## config.mk

```make
export PLATFORM = sky130hd
export DESIGN_NAME = html_entity_decoder
export DESIGN_NICKNAME = d
export VERILOG_FILES = /design/src/hed_pkg.sv /design/src/html_entity_decoder.sv /design/src/hed_match.sv /design/src/hed_parse.sv /design/src/hed_emit.sv
export SDC_FILE = /design/constraint.sdc
export NUM_CORES = 1
export LEC_CHECK = 0
export BUFFER_PORTS_ARGS = -buffer_cell sky130_fd_sc_hd__buf_2
export CORE_MARGIN = 2
export CORE_UTILIZATION = 30
export DETAILED_ROUTE_END_ITERATION = 16
export GPL_TIMING_DRIVEN = 0
export PLACE_DENSITY = 0.56
export SYNTH_ARGS = -nofsm -noshare
export SYNTH_HDL_FRONTEND = slang
export SYNTH_SLANG_ARGS = --single-unit
```

## constraint.sdc

```tcl
create_clock -name clock -period 16.4 [get_ports clock]
set_input_delay 2.46 -clock clock [delete_from_list [all_inputs] [get_ports clock]]
set_output_delay 2.46 -clock clock [all_outputs]
set_load 0.01 [all_outputs]
```

## src/hed_pkg.sv

```systemverilog
// shared types, character codes and the named-entity rom for the entity decoder
// no dependencies
package hed_pkg;

   localparam int ROM_SIZE     = 49;
   localparam int ROM_TEXT_LEN = 8;
   localparam int RUN_CNT_W    = 5;

   localparam logic [7:0] AMP_CHAR  = 8'h26;
   localparam logic [7:0] SEMI_CHAR = 8'h3B;

   typedef struct packed {
      logic [3:0]  len;
      logic [63:0] text;
      logic        two;
      logic [7:0]  b0;
      logic [7:0]  b1;
   } rom_entry_type;

   typedef struct packed {
      logic       hit;
      logic       two;
      logic [7:0] b0;
      logic [7:0] b1;
   } match_type;

   typedef struct packed {
      logic                 load;
      logic [RUN_CNT_W-1:0] count;
      logic                 stream_end;
   } run_ctl_type;

   // text is right aligned: the last character sits in the low byte
   localparam rom_entry_type ROM [ROM_SIZE] = '{
      '{4'd6, 64'("Aacute"), 1'b1, 8'hC3, 8'h81},
      '{4'd5, 64'("Acirc"),  1'b1, 8'hC3, 8'h82},
      '{4'd5, 64'("AElig"),  1'b1, 8'hC3, 8'h86},
      '{4'd6, 64'("Agrave"), 1'b1, 8'hC3, 8'h80},
      '{4'd4, 64'("Auml"),   1'b1, 8'hC3, 8'h84},
      '{4'd6, 64'("Ccedil"), 1'b1, 8'hC3, 8'h87},
      '{4'd6, 64'("Eacute"), 1'b1, 8'hC3, 8'h89},
      '{4'd5, 64'("Ecirc"),  1'b1, 8'hC3, 8'h8A},
      '{4'd6, 64'("Egrave"), 1'b1, 8'hC3, 8'h88},
      '{4'd4, 64'("Euml"),   1'b1, 8'hC3, 8'h8B},
      '{4'd6, 64'("Iacute"), 1'b1, 8'hC3, 8'h8D},
      '{4'd5, 64'("Icirc"),  1'b1, 8'hC3, 8'h8E},
      '{4'd6, 64'("Igrave"), 1'b1, 8'hC3, 8'h8C},
      '{4'd4, 64'("Iuml"),   1'b1, 8'hC3, 8'h8F},
      '{4'd6, 64'("Oacute"), 1'b1, 8'hC3, 8'h93},
      '{4'd5, 64'("Ocirc"),  1'b1, 8'hC3, 8'h94},
      '{4'd5, 64'("OElig"),  1'b1, 8'hC5, 8'h92},
      '{4'd6, 64'("Ograve"), 1'b1, 8'hC3, 8'h92},
      '{4'd4, 64'("Ouml"),   1'b1, 8'hC3, 8'h96},
      '{4'd6, 64'("Otilde"), 1'b1, 8'hC3, 8'h95},
      '{4'd6, 64'("Yacute"), 1'b1, 8'hC3, 8'h9D},
      '{4'd4, 64'("Yuml"),   1'b1, 8'hC5, 8'hB8},
      '{4'd6, 64'("aacute"), 1'b1, 8'hC3, 8'hA1},
      '{4'd5, 64'("acirc"),  1'b1, 8'hC3, 8'hA2},
      '{4'd5, 64'("aelig"),  1'b1, 8'hC3, 8'hA6},
      '{4'd6, 64'("agrave"), 1'b1, 8'hC3, 8'hA0},
      '{4'd3, 64'("amp"),    1'b0, 8'h26, 8'h00},
      '{4'd4, 64'("auml"),   1'b1, 8'hC3, 8'hA4},
      '{4'd6, 64'("ccedil"), 1'b1, 8'hC3, 8'hA7},
      '{4'd6, 64'("eacute"), 1'b1, 8'hC3, 8'hA9},
      '{4'd5, 64'("ecirc"),  1'b1, 8'hC3, 8'hAA},
      '{4'd6, 64'("egrave"), 1'b1, 8'hC3, 8'hA8},
      '{4'd4, 64'("euml"),   1'b1, 8'hC3, 8'hAB},
      '{4'd2, 64'("gt"),     1'b0, 8'h3E, 8'h00},
      '{4'd6, 64'("iacute"), 1'b1, 8'hC3, 8'hAD},
      '{4'd5, 64'("icirc"),  1'b1, 8'hC3, 8'hAE},
      '{4'd6, 64'("igrave"), 1'b1, 8'hC3, 8'hAC},
      '{4'd4, 64'("iuml"),   1'b1, 8'hC3, 8'hAF},
      '{4'd2, 64'("lt"),     1'b0, 8'h3C, 8'h00},
      '{4'd4, 64'("nbsp"),   1'b1, 8'hC2, 8'hA0},
      '{4'd5, 64'("ndash"),  1'b0, 8'h2D, 8'h00},
      '{4'd6, 64'("oacute"), 1'b1, 8'hC3, 8'hB3},
      '{4'd5, 64'("ocirc"),  1'b1, 8'hC3, 8'hB4},
      '{4'd5, 64'("oelig"),  1'b1, 8'hC5, 8'h93},
      '{4'd6, 64'("ograve"), 1'b1, 8'hC3, 8'hB2},
      '{4'd4, 64'("ouml"),   1'b1, 8'hC3, 8'hB6},
      '{4'd6, 64'("otilde"), 1'b1, 8'hC3, 8'hB5},
      '{4'd6, 64'("yacute"), 1'b1, 8'hC3, 8'hBD},
      '{4'd4, 64'("yuml"),   1'b1, 8'hC3, 8'hBF}
   };

   // character pos of rom entry idx, counted from the start of the name
   function automatic logic [7:0] rom_char(input int idx, input int pos);
      logic [63:0] aligned;
      aligned = ROM[idx].text << (8 * (ROM_TEXT_LEN - int'(ROM[idx].len)));
      return aligned[63 - 8 * pos -: 8];
   endfunction

endpackage

```

## src/html_entity_decoder.sv

```systemverilog
// html named character reference decoder, top level
// depends on hed_pkg, hed_parse and hed_emit
// Bytes enter through a one-word input register; a single pass of logic then
// decodes the word against the entity state and the 49-name rom and loads the
// whole run of result bytes into the output register, which hands them out one
// word per cycle while rsp_stall is low. Plain text thus flows at one byte per
// clock when the output does not stall, passing through the input register and
// then the output register. A word that yields more than one byte (a two-byte
// replacement, or a raw flush of up to MAX_NAME_LEN + 2 bytes) holds the output
// register until its last byte is taken, since the result port carries one byte
// per cycle; the next word waits in the input register meanwhile. No reset sweep is needed.
module html_entity_decoder #(
   parameter int ENTRY_COUNT  = 49,
   parameter int MAX_NAME_LEN = 6
) (
   input  logic       clock,
   input  logic       reset,
   input  logic       req_valid,
   output logic       req_stall,
   input  logic [7:0] req_in_byte,
   input  logic       req_in_end,
   output logic       rsp_valid,
   input  logic       rsp_stall,
   output logic [7:0] rsp_out_byte,
   output logic       rsp_run_last,
   output logic       rsp_stream_end
);
   import hed_pkg::*;

   localparam int OUT_CAP = MAX_NAME_LEN + 2;

   run_ctl_type run_ctl;
   logic [7:0]  run_bytes [OUT_CAP];
   logic        emit_free;

   hed_parse #(
      .ENTRY_COUNT  (ENTRY_COUNT),
      .MAX_NAME_LEN (MAX_NAME_LEN)
   ) u_parse (
      .clock       (clock),
      .reset       (reset),
      .req_valid   (req_valid),
      .req_stall   (req_stall),
      .req_in_byte (req_in_byte),
      .req_in_end  (req_in_end),
      .emit_free   (emit_free),
      .run_ctl     (run_ctl),
      .run_bytes   (run_bytes)
   );

   hed_emit #(
      .OUT_CAP (OUT_CAP)
   ) u_emit (
      .clock          (clock),
      .reset          (reset),
      .run_ctl        (run_ctl),
      .run_bytes      (run_bytes),
      .emit_free      (emit_free),
      .rsp_valid      (rsp_valid),
      .rsp_stall      (rsp_stall),
      .rsp_out_byte   (rsp_out_byte),
      .rsp_run_last   (rsp_run_last),
      .rsp_stream_end (rsp_stream_end)
   );

endmodule

```

## src/hed_match.sv

```systemverilog
// exact parallel compare of the buffered entity name against the rom
// depends on hed_pkg
module hed_match #(
   parameter int ENTRY_COUNT  = 49,
   parameter int MAX_NAME_LEN = 6
) (
   input  logic [7:0]                         name [MAX_NAME_LEN],
   input  logic [$clog2(MAX_NAME_LEN+1)-1:0]  name_len,
   output hed_pkg::match_type                 result
);
   import hed_pkg::*;

   localparam int ENTRY_USED = (ENTRY_COUNT < ROM_SIZE) ? ENTRY_COUNT : ROM_SIZE;

   logic [7:0] pad [ROM_TEXT_LEN];

   for (genvar j = 0; j < ROM_TEXT_LEN; j++) begin : g_pad
      if (j < MAX_NAME_LEN) begin : g_used
         assign pad[j] = name[j];
      end else begin : g_zero
         assign pad[j] = '0;
      end
   end

   always_comb begin
      logic eq;
      result = '0;
      for (int i = 0; i < ENTRY_USED; i++) begin
         eq = (5'(ROM[i].len) == 5'(name_len));
         for (int j = 0; j < ROM_TEXT_LEN; j++) begin
            if (j < int'(ROM[i].len) && pad[j] != rom_char(i, j)) begin
               eq = 1'b0;
            end
         end
         // rom names are distinct, so at most one entry hits
         if (eq) begin
            result.hit = 1'b1;
            result.two = result.two | ROM[i].two;
            result.b0  = result.b0 | ROM[i].b0;
            result.b1  = result.b1 | ROM[i].b1;
         end
      end
   end

endmodule

```

## src/hed_parse.sv

```systemverilog
// input word register, entity state and construction of the output run per word
// depends on hed_pkg and hed_match
module hed_parse #(
   parameter int ENTRY_COUNT  = 49,
   parameter int MAX_NAME_LEN = 6
) (
   input  logic                  clock,
   input  logic                  reset,
   input  logic                  req_valid,
   output logic                  req_stall,
   input  logic [7:0]            req_in_byte,
   input  logic                  req_in_end,
   input  logic                  emit_free,
   output hed_pkg::run_ctl_type  run_ctl,
   output logic [7:0]            run_bytes [MAX_NAME_LEN+2]
);
   import hed_pkg::*;

   localparam int OUT_CAP = MAX_NAME_LEN + 2;
   localparam int LEN_W   = $clog2(MAX_NAME_LEN + 1);
   localparam int IDX_W   = $clog2(MAX_NAME_LEN);

   logic             item_valid_ff;
   logic [7:0]       byte_ff;
   logic             end_ff;
   logic             in_entity_ff, in_entity_in;
   logic [LEN_W-1:0] len_ff, len_in;
   logic [7:0]       name_ff [MAX_NAME_LEN];
   logic [7:0]       name_in [MAX_NAME_LEN];

   logic                 advance;
   logic                 is_amp, is_semi;
   logic [7:0]           tail_byte;
   logic                 plain_emit, hit_emit;
   logic [RUN_CNT_W-1:0] count;
   match_type            match;

   hed_match #(
      .ENTRY_COUNT  (ENTRY_COUNT),
      .MAX_NAME_LEN (MAX_NAME_LEN)
   ) u_match (
      .name     (name_ff),
      .name_len (len_ff),
      .result   (match)
   );

   always_comb begin
      advance      = item_valid_ff && emit_free;
      req_stall    = item_valid_ff && !emit_free;
      is_amp       = (byte_ff == AMP_CHAR);
      is_semi      = (byte_ff == SEMI_CHAR);
      in_entity_in = in_entity_ff;
      len_in       = len_ff;
      name_in      = name_ff;
      tail_byte    = byte_ff;
      plain_emit   = 1'b0;
      hit_emit     = 1'b0;
      count        = '0;

      priority if (!in_entity_ff) begin
         if (is_amp) begin
            in_entity_in = 1'b1;
            len_in       = '0;
         end else begin
            plain_emit = 1'b1;
            count      = RUN_CNT_W'(1);
         end
      end else if (is_semi) begin
         if (match.hit) begin
            hit_emit = 1'b1;
            count    = match.two ? RUN_CNT_W'(2) : RUN_CNT_W'(1);
         end else begin
            count = RUN_CNT_W'(len_ff) + RUN_CNT_W'(2);
         end
         in_entity_in = 1'b0;
         len_in       = '0;
      end else if (is_amp) begin
         // second ampersand flushes the name raw and reopens
         count  = RUN_CNT_W'(len_ff) + RUN_CNT_W'(1);
         len_in = '0;
      end else if (len_ff < LEN_W'(MAX_NAME_LEN)) begin
         name_in[len_ff[IDX_W-1:0]] = byte_ff;
         len_in = len_ff + 1'b1;
      end else begin
         // overflow
         count        = RUN_CNT_W'(len_ff) + RUN_CNT_W'(2);
         in_entity_in = 1'b0;
         len_in       = '0;
      end

      // end of stream closes an open entity raw
      if (end_ff && in_entity_in) begin
         in_entity_in = 1'b0;
         len_in       = '0;
         if (!in_entity_ff) begin
            count = RUN_CNT_W'(1);
         end else begin
            count = RUN_CNT_W'(len_ff) + RUN_CNT_W'(2);
         end
      end

      run_ctl.load       = advance && (count != '0);
      run_ctl.count      = count;
      run_ctl.stream_end = end_ff;
   end

   // run layout: '&', name bytes, tail byte right after the name; plain and hit runs overwrite the head
   always_comb begin
      run_bytes[0] = AMP_CHAR;
      for (int k = 1; k < OUT_CAP; k++) begin
         if (k - 1 < MAX_NAME_LEN) begin
            run_bytes[k] = name_ff[k-1];
         end else begin
            run_bytes[k] = byte_ff;
         end
      end
      for (int k = 1; k < OUT_CAP; k++) begin
         if (RUN_CNT_W'(k) == RUN_CNT_W'(len_ff) + RUN_CNT_W'(1)) begin
            run_bytes[k] = tail_byte;
         end
      end
      if (is_amp && in_entity_ff) begin
         for (int k = 1; k < OUT_CAP; k++) begin
            if (RUN_CNT_W'(k) == RUN_CNT_W'(len_ff) + RUN_CNT_W'(1)) begin
               run_bytes[k] = AMP_CHAR;
            end
         end
      end
      if (is_semi && in_entity_ff && !hit_emit) begin
         for (int k = 1; k < OUT_CAP; k++) begin
            if (RUN_CNT_W'(k) == RUN_CNT_W'(len_ff) + RUN_CNT_W'(1)) begin
               run_bytes[k] = SEMI_CHAR;
            end
         end
      end
      if (plain_emit) begin
         run_bytes[0] = byte_ff;
      end
      if (hit_emit) begin
         run_bytes[0] = match.b0;
         run_bytes[1] = match.b1;
      end
   end

   always_ff @(posedge clock) begin
      if (reset) begin
         item_valid_ff <= 1'b0;
         in_entity_ff  <= 1'b0;
         len_ff        <= '0;
      end else begin
         if (!req_stall) begin
            item_valid_ff <= req_valid;
         end
         if (advance) begin
            in_entity_ff <= in_entity_in;
            len_ff       <= len_in;
         end
      end
   end

   always_ff @(posedge clock) begin
      if (req_valid && !req_stall) begin
         byte_ff <= req_in_byte;
         end_ff  <= req_in_end;
      end
      if (advance) begin
         name_ff <= name_in;
      end
   end

   a_len_bound: assert property (@(posedge clock) disable iff (reset)
      len_ff <= LEN_W'(MAX_NAME_LEN))
      else $error("name length beyond buffer");

   a_len_idle: assert property (@(posedge clock) disable iff (reset)
      !in_entity_ff |-> len_ff == '0)
      else $error("name length held outside an entity");

endmodule

```

## src/hed_emit.sv

```systemverilog
// result register: holds one run of bytes and hands it out one word per cycle while rsp_stall is low
// depends on hed_pkg
module hed_emit #(
   parameter int OUT_CAP = 8
) (
   input  logic                 clock,
   input  logic                 reset,
   input  hed_pkg::run_ctl_type run_ctl,
   input  logic [7:0]           run_bytes [OUT_CAP],
   output logic                 emit_free,
   output logic                 rsp_valid,
   input  logic                 rsp_stall,
   output logic [7:0]           rsp_out_byte,
   output logic                 rsp_run_last,
   output logic                 rsp_stream_end
);
   import hed_pkg::*;

   localparam int IDX_W = $clog2(OUT_CAP);
   localparam int CNT_W = $clog2(OUT_CAP + 1);

   logic             valid_ff;
   logic [IDX_W-1:0] idx_ff;
   logic [CNT_W-1:0] count_ff;
   logic             end_ff;
   logic [7:0]       bytes_ff [OUT_CAP];
   logic             take, last;

   always_comb begin
      last           = (CNT_W'(idx_ff) + 1'b1 == count_ff);
      take           = valid_ff && !rsp_stall;
      emit_free      = !valid_ff || (take && last);
      rsp_valid      = valid_ff;
      rsp_out_byte   = bytes_ff[idx_ff];
      rsp_run_last   = last;
      rsp_stream_end = last && end_ff;
   end

   always_ff @(posedge clock) begin
      if (reset) begin
         valid_ff <= 1'b0;
         idx_ff   <= '0;
      end else begin
         if (emit_free) begin
            valid_ff <= run_ctl.load;
            idx_ff   <= '0;
         end else if (take) begin
            idx_ff <= idx_ff + 1'b1;
         end
      end
   end

   always_ff @(posedge clock) begin
      if (emit_free && run_ctl.load) begin
         bytes_ff <= run_bytes;
         count_ff <= run_ctl.count[CNT_W-1:0];
         end_ff   <= run_ctl.stream_end;
      end
   end

   a_idx_range: assert property (@(posedge clock) disable iff (reset)
      valid_ff |-> (count_ff != '0) && (CNT_W'(idx_ff) < count_ff))
      else $error("run index outside run");

   a_step: assert property (@(posedge clock) disable iff (reset)
      take && !last |=> valid_ff && idx_ff == $past(idx_ff) + 1'b1)
      else $error("run index did not advance");

   a_end_last: assert property (@(posedge clock) disable iff (reset)
      rsp_valid && rsp_stream_end |-> rsp_run_last)
      else $error("stream end off the last word of a run");

endmodule
```

==> metrics list, run 1 <==
- The flow ran to the end, and the final reports show no timing, DRC or antenna violations.
- From synthesis to final layout, the design area changed by 14.65%.
- Dividing the detail-routed wire length by the instance count gives ~25 microns.
- Cells with a size suffix above 1 make up 18.98% of the layout.
- Input/output buffers: 24
- The clock passes through at most 2 buffers.
- The initial antenna violation count is 0.
* Area of all sequential standard cells: just under 0.004 sq mm
- STA puts the critical path data required time at 13.94 ns.
- In the routed design, unresolved DRC markers number 0.
- Die area: roughly 0.030 sq mm
- Based on the critical path, the design can be clocked at up to 171.9 MHz.
- Maximum number of pins on one net before global-route repair: 29
- Measured along the x axis, the die boundary spans between 150 and 200 microns.
- Area of placed instances: 0.009428 sq mm
- After the flow finishes, the layout carries non-filler instances totaling roughly 1,300.
- Setup total negative slack on the finished layout was measured at 0 ns.
* Post-route clock period utilization: 35.48%
* #FFs+latches synth: 135
* Pwr per Cell Area: 79.31 mW/mm^2
- The final-report max-slew violation count came to 0.
- Global routing used 20.99% of the available tracks.
* Gate count after technology mapping: 840
- Post-CTS Repair Setup Buffers: 0
- Worst setup EP type: primary output
- The routed layout has 7,724 vias.
* Placement Rows: 62
- Placeable core region: approximately 0.029 sq mm
- Sum of routed wire segments on met1: 13,710 microns
* Worst clock skew: 0.02398 ns
* Net count of the mapped netlist: 864
* Number of fill cells in the layout: 2,908
- The worst path needs 5.819 ns of the cycle, external delays included.
* Number of synthesized flops with an enable pin: 126
- # hold bufs at CTS: 0
- The routed design uses 14,710 microns of met2 wire.
- Final antenna diode count: 0
* Library cells used by synthesis: 88
* Worst Tran Pin Value: 1.399 ns
- Minimum hold slack: approximately 0.46 ns
- Number of placed cells counting well taps: 1,253
- The multi-input combinational cells in the finished layout cover a total of 0.004469 sq mm.
- Final layout net count: ~910
- After detailed routing, the number of vias per cell comes to 6.011.
- Total length of routed wires: 32,180 microns
- For the worst setup path, the data arrival time is about 3.4 ns.
* Static Leak: 3.098 nW
- Die outline height: around 170 microns
- 25 I/O pins were placed.
- Along the worst path, the maximum fanout reaches 7.
* Met3 WL post-DR: 2739 microns
- Deepest level of the CTS H-tree: 4
* Most frequently used flop master after synthesis: sky130_fd_sc_hd__edfxtp_1
* TritonCTS clock tree: built
* Final setup violation count: 0
- Measured on the finished design, the core utilization comes to 34.87%.
- The critical path in this run is classified as in -> out.
- Routability-driven placement congestion ratio: 0.9950
* Clock latency at the later pin of the worst-skew pair: ~0.42 ns
* Initial detailed-routing violation count: roughly 960
- The worst pin sits at a relative slew slack of 6.493%.
- Number of endpoints with negative hold slack in the final report: 0
* Async set-reset flop share out of synthesis: 0%
- The first detailed-routing pass ran for 6 iterations.
- Hpwl dp: around 24,000 microns
- The total overflow left after global routing is 0.
* Post-CTS Resized: 0
* Global-route wire length before repair: 48,130 microns
* Summed instance area of the synthesized netlist: 0.008730 sq mm
- The via count of the first global-routing pass was 7,494.
* Total power draw: 793.8 uW
- Setup repair after global routing left no endpoint under its margin.
- Averaged over all synthesized cells, the footprint is between 10 and 15 sq um.
* Starting density of the core: 30.41%
- Number of CTS-inserted buffers: 17
- Routed signal wires occupy layers up through met4.
- Across the run, the number of max-cap violations was 0.
- Peak VDD IR: between 80 and 90 uV
* Clock-pin transition on the worst setup and hold timing paths: 0.06 ns
* Antenna-violating nets left: 0
- Critical path launch point type: input pin
- Class of the worst hold path: reg -> reg
* Number of sinks on the clock net: ~140
- Summing all non-filler instances in the final layout gives an area of 0.01001 sq mm.
- After synthesis, flip-flops and latches occupy 45.41% of the total area.
- The tree is rooted in a sky130_fd_sc_hd__clkbuf_16.
- For this run, the number of Yosys warnings is 0.
* Setup WS pre-CTS: 10.57 ns
- Smallest setup slack after layout: 10.58 ns
[per-layer routing]
metal / vias to the layer above / track usage [%]
met1: 3787 / 28.81
li1: 3391 / -
met5: - / 0
met4: 0 / 7.014
met3: 76 / 4.025
met2: 470 / 33.37
[worst paths after layout]
kind / from / end / slack (ns) / cells after the start
max: rsp_stall / req_stall / 10.58 / 5
min reg2reg: u_parse.end_ff / u_emit.end_ff / 0.46 / 0
max reg2reg: u_parse.len_ff[0] / u_emit.bytes_ff[26] / 11.03 / 15
min: u_parse.end_ff / u_emit.end_ff / 0.46 / 0
[cells in the mapped netlist, types with 4 or more instances]
cell type,n,share of area (%)
sky130_fd_sc_hd__o22ai_1,6,0.43
sky130_fd_sc_hd__and2_1,9,0.64
sky130_fd_sc_hd__nor3b_1,4,0.34
sky130_fd_sc_hd__or3_1,8,0.57
sky130_fd_sc_hd__nand3_1,33,1.9
sky130_fd_sc_hd__nor2_1,61,2.6
sky130_fd_sc_hd__edfxtp_1,126,43
sky130_fd_sc_hd__a21oi_1,31,1.8
sky130_fd_sc_hd__nor4_1,33,2.4
sky130_fd_sc_hd__dfxtp_1,9,2.1
sky130_fd_sc_hd__nor3_1,41,2.4
sky130_fd_sc_hd__mux2_2,33,4.3
sky130_fd_sc_hd__nand4_1,28,2.0
sky130_fd_sc_hd__nand2_1,83,3.6
sky130_fd_sc_hd__nand3b_1,9,0.77
sky130_fd_sc_hd__nand4bb_1,10,1.3
sky130_fd_sc_hd__mux4_2,16,4.1
sky130_fd_sc_hd__or2_2,5,0.36
sky130_fd_sc_hd__buf_2,16,0.92
sky130_fd_sc_hd__nand4b_1,13,1.3
sky130_fd_sc_hd__mux2i_1,12,1.4
sky130_fd_sc_hd__ha_1,11,1.6
sky130_fd_sc_hd__and3_1,7,0.50
sky130_fd_sc_hd__a31oi_1,5,0.36
sky130_fd_sc_hd__or3b_2,6,0.60
sky130_fd_sc_hd__a2111oi_0,8,0.80
sky130_fd_sc_hd__nand2b_1,16,1.1
sky130_fd_sc_hd__and4_1,5,0.50
sky130_fd_sc_hd__inv_1,17,0.73
sky130_fd_sc_hd__clkbuf_1,33,1.4
sky130_fd_sc_hd__a221oi_1,5,0.50
sky130_fd_sc_hd__nor4_2,8,1.1
sky130_fd_sc_hd__o21ai_0,42,2.4
[area by class of cell]
| cell class | instances | area share (%) |
|---|---|---|
| Clock inverter | 14 | 1.513 |
| Sequential cell | 135 | 39.61 |
| Clock buffer | 18 | 4.288 |
| Inverter | 17 | 0.6376 |
| Multi-Input combinational cell | 632 | 44.66 |
| Timing Repair Buffer | 29 | 1.925 |
| Tap cell | 384 | 4.801 |
| Buffer | 56 | 2.575 |
[state kept, by name, indices dropped and copies added, names as in the netlist]
name / flops
u_emit.idx_ff: 3
u_emit.count_ff: 4
u_parse.byte_ff: 8
u_parse.in_entity_ff: 1
u_parse.item_valid_ff: 1
u_emit.bytes_ff: 64
u_parse.len_ff: 3
u_emit.rsp_valid: 1
u_parse.end_ff: 1
u_emit.end_ff: 1
u_parse.name_ff: 48
[power breakdown]
part	internal, mW	switching [mW]	total (mW)
clock	0.225	0.148	0.373
sequential	0.386	0.00671	0.393
combinational	0.0112	0.0164	0.0275
total	0.622	0.171	0.794
[worst max-delay path, stage by stage]
cell	delay, ns
sky130_fd_sc_hd__buf_2	0.14
sky130_fd_sc_hd__o41a_1	0.47
sky130_fd_sc_hd__nand2_1	0.10
sky130_fd_sc_hd__inv_1	0.05
sky130_fd_sc_hd__buf_2	0.13
[layout by cell type (no fill, tap or decap), drive strengths merged, types with 12 or more instances in the layout]
cell type,n
mux4,16
nand4,28
nor2,62
nor4,44
nand2,84
clkbuf,52
mux2,33
nor3,42
a21oi,32
nand3,34
nand4b,13
buf,50
o21ai,42
mux2i,12
nand2b,16
edfxtp,126
inv,20
[cell families after synthesis]
kind of cell,synth area share [%]
muxes,9.761
AOI/OAI and AO/OA,10.96
xor gates and xnor gates,0.5017
DFF,45.41
and+or+nand+nor,28.11
buffers and inverters,3.683
adders and majority gates,1.577
No activity file was read; power rests on OpenSTA's default activity.
==> inputs of run 2 (changes only) <==
--- a/config.mk
+++ b/config.mk
@@ -10,7 +10,7 @@
 export CORE_UTILIZATION = 30
 export DETAILED_ROUTE_END_ITERATION = 16
 export GPL_TIMING_DRIVEN = 0
-export PLACE_DENSITY = 0.56
+export PLACE_DENSITY = 0.58
 export SYNTH_ARGS = -nofsm -noshare
 export SYNTH_HDL_FRONTEND = slang
 export SYNTH_SLANG_ARGS = --single-unit
==> constraint.sdc (replaced) <==
create_clock -name clock -period 4.85 [get_ports clock]
set_input_delay 0.7275 -clock clock [delete_from_list [all_inputs] [get_ports clock]]
set_output_delay 0.7275 -clock clock [all_outputs]
set_load 0.01 [all_outputs]
==> run 2 against run 1 <==
Effect of this change: clock skew decreased by 0.0044 ns; total power rose to 3.5 times the previous value; global-route usage is essentially flat; final cell count is 0.31% higher; hold slack better by 0.018 ns; die area unchanged; non-clock buffer count grew 3; clock power rose to 3.6 times the previous value; critical path depth up 9; combinational power grew to 3.5 times the previous value; first-iteration DRC count increased by 4.1%; register-to-register slack lost 11 ns; critical path type is now reg -> reg; critical endpoint is now u_emit.end_ff; largest cell class unchanged.
==> metrics list, run 2 (synthesis gave the netlist of run 1 again) <==
* Status: completed
* Clock-pin transition on the worst setup and hold timing paths: 0.06 ns
* CTS Buffer Depth: 2
* Fraction of final layout cells sized beyond drive strength 1: 19.56%
- Starting density of the core: 30.41%
* Placeable core region: 0.02870 sq mm
- Timing would allow up to 218.8 MHz.
- After layout, the design draws a total of between 2 and 3 mW.
* # hold bufs at CTS: 0
- The routed layout has 7,786 vias.
- Clock tree synthesis found a total of about 140 sinks.
* Minimum hold slack: between 0.4 and 0.5 ns
- Number of remaining DRC errors: 0
- Number of antenna violations at the first check in global routing: 0
* Number of cells in the finished layout apart from fillers: approximately 1,300
- Peak VDD IR: 260.9 uV
* Area of all sequential standard cells: between 0.003 and 0.004 sq mm
- TritonCTS clock tree: built
- After filler insertion, the fill cell instance count of the layout stands at roughly 2,900.
* Maximum number of pins on one net before global-route repair: 27
- The finished cells cover between 0.01 and 0.015 sq mm.
- Deepest level of the CTS H-tree: 4
- Final antenna diode count: 0
- Largest driver fanout on the critical path: 12
- Area of placed instances: 0.009428 sq mm
* Number of endpoints with negative hold slack in the final report: 0
- The total overflow left after global routing is 0.
- The critical path in this run is classified as reg -> reg.
* Antenna-violating nets left: 0
- The library cell used most frequently in the layout, excluding fill and tap cells, is sky130_fd_sc_hd__edfxtp_1.
- Dividing total power by cell area gives a power density of 275.0 mW/mm^2.
- For this run, the share of the core covered by cells in the final layout is 35.14%.
- The worst hold path belongs to the class in -> reg.
- Setup repair after global routing left no endpoint under its margin.
- After detailed routing, the number of vias per cell comes to 6.040.
- Final layout net count: 916
* Input/output buffers: 24
* Average wire length per cell after detail routing: 24.55 microns
- The first routing iteration left 996 violations.
- Critical path launch point type: flop
* Hpwl dp: 23,650 microns
- Die outline height: 174.6 microns
- Setup violations remaining at the end of the flow were counted as 0.
- After layout, the minimum clock period comes to roughly 4.6 ns.
* Number of CTS-inserted buffers: 17
- Static Leak: 3.136 nW
- Leading cell types in the layout, fill and taps excluded: 126 x sky130_fd_sc_hd__edfxtp_1, 83 x sky130_fd_sc_hd__nand2_1, 61 x sky130_fd_sc_hd__nor2_1
* Clock latency at the later pin of the worst-skew pair: around 0.43 ns
* Total area of multi-input combinational cells: around 0.0045 sq mm
* Worst setup EP type: flop
- Total I/O pin count: 25
* Biggest register: u_emit.bytes_ff
- Die width: 174.6 microns
- Max-cap violations in this run came to 0.
* Routability-driven placement congestion ratio: roughly 1.0
- R2r setup slk: 0.28 ns
- Headroom to the max-slew limit came out at 6.867%.
- Global-route usage over all layers: 21.04%
* Worst clock skew: 0.01954 ns
- Critical path data required time: 4.89 ns
* Flip-flop count of the largest register after layout: 64
- The final-report max-slew violation count is 0.
* Worst Tran Pin Value: 1.393 ns
- Placement Rows: slightly above 60
* Worst Path Arrival: approximately 4.6 ns
* Total length of routed wires: around 32,000 microns
- Dividing the final minimum period by the clock period gives 94.25%.
- Drt pass-1 iters: 6
- Number of placed cells counting well taps: 1,253
* Largest registers: u_emit.bytes_ff x64, u_parse.name_ff x48, u_parse.byte_ff x8
- Global-route wire length before repair: 47,770 microns
- Number of global-route vias before repair: 7,546
- Die area: 0.03048 sq mm
- The area growth from synthesis to layout is 15.55%.
* Library cell used as clock root buffer: sky130_fd_sc_hd__clkbuf_16
==> run 2: changes by cell type in the layout (fill, tap and decap cells not counted), sizes merged <==
cell,delta
buf,+3
bufinv,+2
inv,-2
a21oi,+1
clkinv,+1
clkinvlp,-1
==> run 2: through the flow <==
stage               worst slack [ns]  setup TNS [ns]
detailed placement           -0.5411          -23.18
global route                 0.03231               0
global placement              -1.775         -122.13
CTS                           0.1914               0
finish                        0.2791               0
floorplan                     0.5178               0
==> run 2: final cells by class <==
cell class	instances	share of cell area (%)
multi-input combinational	633	44.55
sequential	135	39.30
tap	384	4.763
clock buffer	18	4.255
buffer	56	2.568
timing repair buffer	32	2.133
clock inverter	14	1.799
inverter	17	0.6326
==> run 2: worst paths after layout <==
kind,from,cells after the start,to
setup / recovery,u_parse.len_ff[0],14,u_emit.end_ff
hold / removal,req_in_byte[0],1,u_parse.byte_ff[0]
setup reg to reg,u_parse.len_ff[0],14,u_emit.end_ff
hold reg to reg,u_parse.end_ff,0,u_emit.end_ff
==> run 2: timing repair <==
action | CTS | global route
buffers inserted | 1 | 2
endpoints found under the setup margin | 69 | 32
gates cloned | 1 | 0
pin swaps | 1 | 0
gates resized for setup | 2 | 2
==> run 2: power breakdown <==
group / internal, mW / switching [mW] / total (mW) / leakage, nW
clock: 0.855 / 0.494 / 1.35 / 0.299
sequential: 1.31 / 0.0228 / 1.33 / 1.23
combinational: 0.0388 / 0.0568 / 0.0956 / 1.60
total: 2.20 / 0.574 / 2.77 / 3.14
==> run 2: layer usage <==
metal	share of wire [%]	global-route usage, %
met4	3.6	8.368
met5	0	0
met3	9.0	4.460
met2	45	32.82
met1	42	28.59
==> run 2: critical path, stage by stage, from the launching register on <==
cell and delay, ns:
sky130_fd_sc_hd__dfxtp_1 0.40, sky130_fd_sc_hd__clkbuf_2 0.25, sky130_fd_sc_hd__inv_1 0.17, sky130_fd_sc_hd__ha_1 0.15, sky130_fd_sc_hd__buf_2 0.21, sky130_fd_sc_hd__nand4b_1 0.30
sky130_fd_sc_hd__buf_4 0.27, sky130_fd_sc_hd__nor3_1 0.65, sky130_fd_sc_hd__a41oi_1 0.22, sky130_fd_sc_hd__nor3_1 0.26, sky130_fd_sc_hd__nor2_1 0.08, sky130_fd_sc_hd__nand3_1 0.24
sky130_fd_sc_hd__o21bai_1 0.16, sky130_fd_sc_hd__o211a_1 0.23, sky130_fd_sc_hd__a21oi_2 0.59
==> inputs of run 3 (changes only) <==
--- a/config.mk
+++ b/config.mk
@@ -5,12 +5,12 @@
 export SDC_FILE = /design/constraint.sdc
 export NUM_CORES = 1
 export LEC_CHECK = 0
-export BUFFER_PORTS_ARGS = -buffer_cell sky130_fd_sc_hd__buf_2
-export CORE_MARGIN = 2
 export CORE_UTILIZATION = 30
 export DETAILED_ROUTE_END_ITERATION = 16
+export DONT_BUFFER_PORTS = 1
 export GPL_TIMING_DRIVEN = 0
-export PLACE_DENSITY = 0.58
+export PLACE_DENSITY = 0.57
 export SYNTH_ARGS = -nofsm -noshare
 export SYNTH_HDL_FRONTEND = slang
 export SYNTH_SLANG_ARGS = --single-unit
+export TNS_END_PERCENT = 100
==> run 3 against run 2 <==
Effect of this change: total power shrank 1.9%; largest cell class unchanged; clock-buffer cell count did not move; utilization decreased by 0.41 points; non-clock buffer count down 25; maximum frequency down 4.6%; worst setup slack lost 0.22 ns.
==> metrics list, run 3 (synthesis gave the netlist of run 1 again) <==
* Clock period minus final worst setup slack: 4.793 ns
- Fill cells in the final layout number 2,903.
- The critical path contains buffers and inverters numbering 5 combined.
- Net switching is 20.86% of the power.
* Smallest setup slack after layout: roughly 0.057 ns
- Between clock sinks in the finished design, the worst skew comes to 0.01297 ns.
- On the critical path the largest part of the delay comes from simple AND/OR/NAND/NOR gates.
- Maximum number of pins on one net before global-route repair: 27
- Following the worst setup path forward leads to its endpoint at u_emit.bytes_ff[13].
* Area of placed instances: 0.009310 sq mm
* Worst flop-to-flop path endpoint: u_emit.bytes_ff[13]
* Placement Rows: 62
- The tree is rooted in a sky130_fd_sc_hd__clkbuf_16.
- Among all stages on the critical path, the largest delay is contributed by sky130_fd_sc_hd__nor3_1.
* Final Max Slew Viols: 0
- Most frequent standard cell in the layout excluding fill and tap cells: sky130_fd_sc_hd__edfxtp_1
* Biggest register: u_emit.bytes_ff
* # hold bufs at CTS: 0
- The finished cells cover between 0.009 and 0.01 sq mm.
* Initial detailed-routing violation count: 849
- Across all hold checks on the routed design, the worst slack comes to 0.3640 ns.
- Input/output buffers: 0
* Met2 usage in global routing: 33.17%
* CTS Buffer Depth: 2
- Relative slew slack: between 10% and 20%
- RSZ-0062 raised after global routing: false
- The critical path goes through clkbuf_2, inv_1, ha_1, buf_2, nand4b_1, nor3_1, nand4_1, o2111ai_1, a2111oi_0, a41o_1, nand2_1, o211a_1, a21oi_4, buf_12, buf_16.
* Hpwl dp: 24,020 microns
- The register with the most flip-flops in the layout has 64 of them.
- For this run, the number of standard cells in the final layout without fillers is approximately 1,300.
- Routability-driven placement congestion ratio: 0.9650
* Relative contribution of sequential cells to total power: 48.9%
- After global routing the overflow that remains totals 0.
* Critical path data required time: about 5 ns
- Largest registers: u_emit.bytes_ff x64, u_parse.name_ff x48, u_parse.byte_ff x8
- Summing internal, switching and leakage power gives ~2.7 mW.
- Die width: between 150 and 200 microns
- Die outline height: 172.6 microns
- The via count of the first global-routing pass was 7,238.
* Worst R2R Start: u_parse.len_ff[0]
* Largest incremental delay on the critical path: 1.12 ns
- Pwr per Cell Area: 272.8 mW/mm^2
* Final setup violation count: 0
- Max-cap violations in this run came to 0.
* Met3 GRT Util: 5.255%
* Worst Tran Pin Value: 1.260 ns
* Finished Core Util: roughly a third
- Of all nets on the critical path, the largest fanout is 26.
- The critical path crosses 15 cells after its start point.
* Number of CTS-inserted buffers: 17
* Setup total negative slack: 0 ns
- For this configuration, the core starts out at a cell density of 30.41%.
- Total length of routed wires: 31,940 microns
- The layer flagged by global routing as most heavily used is met2.
* Peak VDD IR: roughly 270 uV
* Setup WS pre-CTS: -0.2577 ns
- Met1 Resource Use GR: 28.49%
- Maximum achievable frequency: 208.6 MHz
- The clock net in this run drives a total of 135 sinks.
- The first global-routing pass estimated roughly 47,000 microns of wire.
- The critical path starts at u_parse.len_ff[0].
* Worst setup EP type: flop
- Of the available clock period, the critical path in the final layout requires 98.83%.
- Area of all sequential standard cells: about 0.004 sq mm
- After detailed routing, the average wire length per cell comes to about 25 microns.
* Worst Path Arrival: 4.96 ns
- Summed over all cells, the static leakage comes to 3.033 nW.
- Status: completed
- Via density per instance: 6.017
- The share of total power dissipated in combinational logic is ~3.3%.
* Total I/O pin count: 25
- NetSw: 567.4 uW
- The die covers around 0.03 sq mm.
* Fraction of final layout cells sized beyond drive strength 1: roughly 17%
- Clock latency at the later pin of the worst-skew pair: 0.42 ns
- Summing all multi-input logic gate instances after layout gives 0.004491 sq mm.
- The area growth from synthesis to layout is 14.19%.
- The total count of hold-check failures in the final report came to 0.
* Number of placed cells counting well taps: 1,229
- Number of remaining DRC errors: 0
- Leaving out fill and tap cells, the most frequent cells in the layout are 126 x sky130_fd_sc_hd__edfxtp_1, 83 x sky130_fd_sc_hd__nand2_1, 61 x sky130_fd_sc_hd__nor2_1.
- In the final design database the tool counted 891 nets.
- Across every metal layer, demand over resource in global routing totals 21.32%.
* Number of antenna violations at the first check in global routing: 0
- Internal power summed over all cells: 2.152 mW
- Final antenna diode count: 0
- Count of vias placed by the detailed router: 7,605
- TritonCTS clock tree: built
- R2r setup slk: around 0.057 ns
- After floorplanning, the core was sized to cover 0.02870 sq mm.
* Critical path launch point type: flop
- Drt pass-1 iters: 5
- The worst setup path is of the reg -> reg kind.
* Deepest level of the CTS H-tree: 4
- The number of cells on the worst reg-to-reg path is 15.
- Antenna-violating nets left: 0
* Clock power frac: 47.8%
- Class of the worst hold path: in -> reg
* Clock-pin transition on the worst setup and hold timing paths: approximately 0.070 ns
-- run 3: worst register-to-register path: stages (launching register included) --
cell                        delay, ns
sky130_fd_sc_hd__dfxtp_1         0.40
sky130_fd_sc_hd__clkbuf_2        0.25
sky130_fd_sc_hd__inv_1           0.17
sky130_fd_sc_hd__ha_1            0.15
sky130_fd_sc_hd__buf_2           0.22
sky130_fd_sc_hd__nand4b_1        0.44
sky130_fd_sc_hd__nor3_1          1.13
sky130_fd_sc_hd__nand4_1         0.25
sky130_fd_sc_hd__o2111ai_1       0.21
sky130_fd_sc_hd__a2111oi_0       0.12
sky130_fd_sc_hd__a41o_1          0.28
sky130_fd_sc_hd__nand2_1         0.14
sky130_fd_sc_hd__o211a_1         0.33
sky130_fd_sc_hd__a21oi_4         0.10
sky130_fd_sc_hd__buf_12          0.18
sky130_fd_sc_hd__buf_16          0.17
-- run 3: final cells by class --
type                    count  area share (%)
multi-input cells         633           45.05
flip-flops and latches    135           39.76
well taps                 384           4.820
clock buffers              18           4.305
plain buffers              56           2.598
clock inverters            14           1.795
repair buffers              7           1.029
inverters                  17          0.6401
-- run 3: power by group through the flow --
stage	clock network, mW	registers (mW)	logic [mW]
after global placement	0	1.36	0.0764
after CTS	1.32	1.33	0.0895
after global routing	1.37	1.33	0.0965
after detailed placement	0	1.35	0.0847
final	1.30	1.33	0.0891
after floorplan	0	1.34	0.0555
-- run 3: how the worst min path moves through the flow --
| stage | start | endpoint | slack [ns] | cells after the start |
|---|---|---|---|---|
| 2_1_floorplan | u_parse.end_ff | u_emit.end_ff | 0.42 | 0 |
| 3_3_place_gp | u_parse.end_ff | u_emit.end_ff | 0.49 | 0 |
| 3_5_place_dp | u_parse.end_ff | u_emit.end_ff | 0.46 | 0 |
| 4_1_cts | reset | u_parse.in_entity_ff | 0.34 | 1 |
| 5_1_grt | reset | u_parse.len_ff[1] | 0.35 | 1 |
| 6_report | reset | u_parse.in_entity_ff | 0.36 | 1 |
-- run 3: per-layer routing --
layer,routed length (microns),vias up
li1,-,3373
met1,13560,3759
met4,962,0
met2,14500,413
met3,2910,60
met5,0,-
-- run 3: what timing repair did --
item                                    CTS  global route
setup buffers                             2             0
resized for setup                         0             4
cloned                                    1             0
pin swaps                                 1             0
endpoints found under the setup margin   69            67
hold endpoints to repair                  0             0
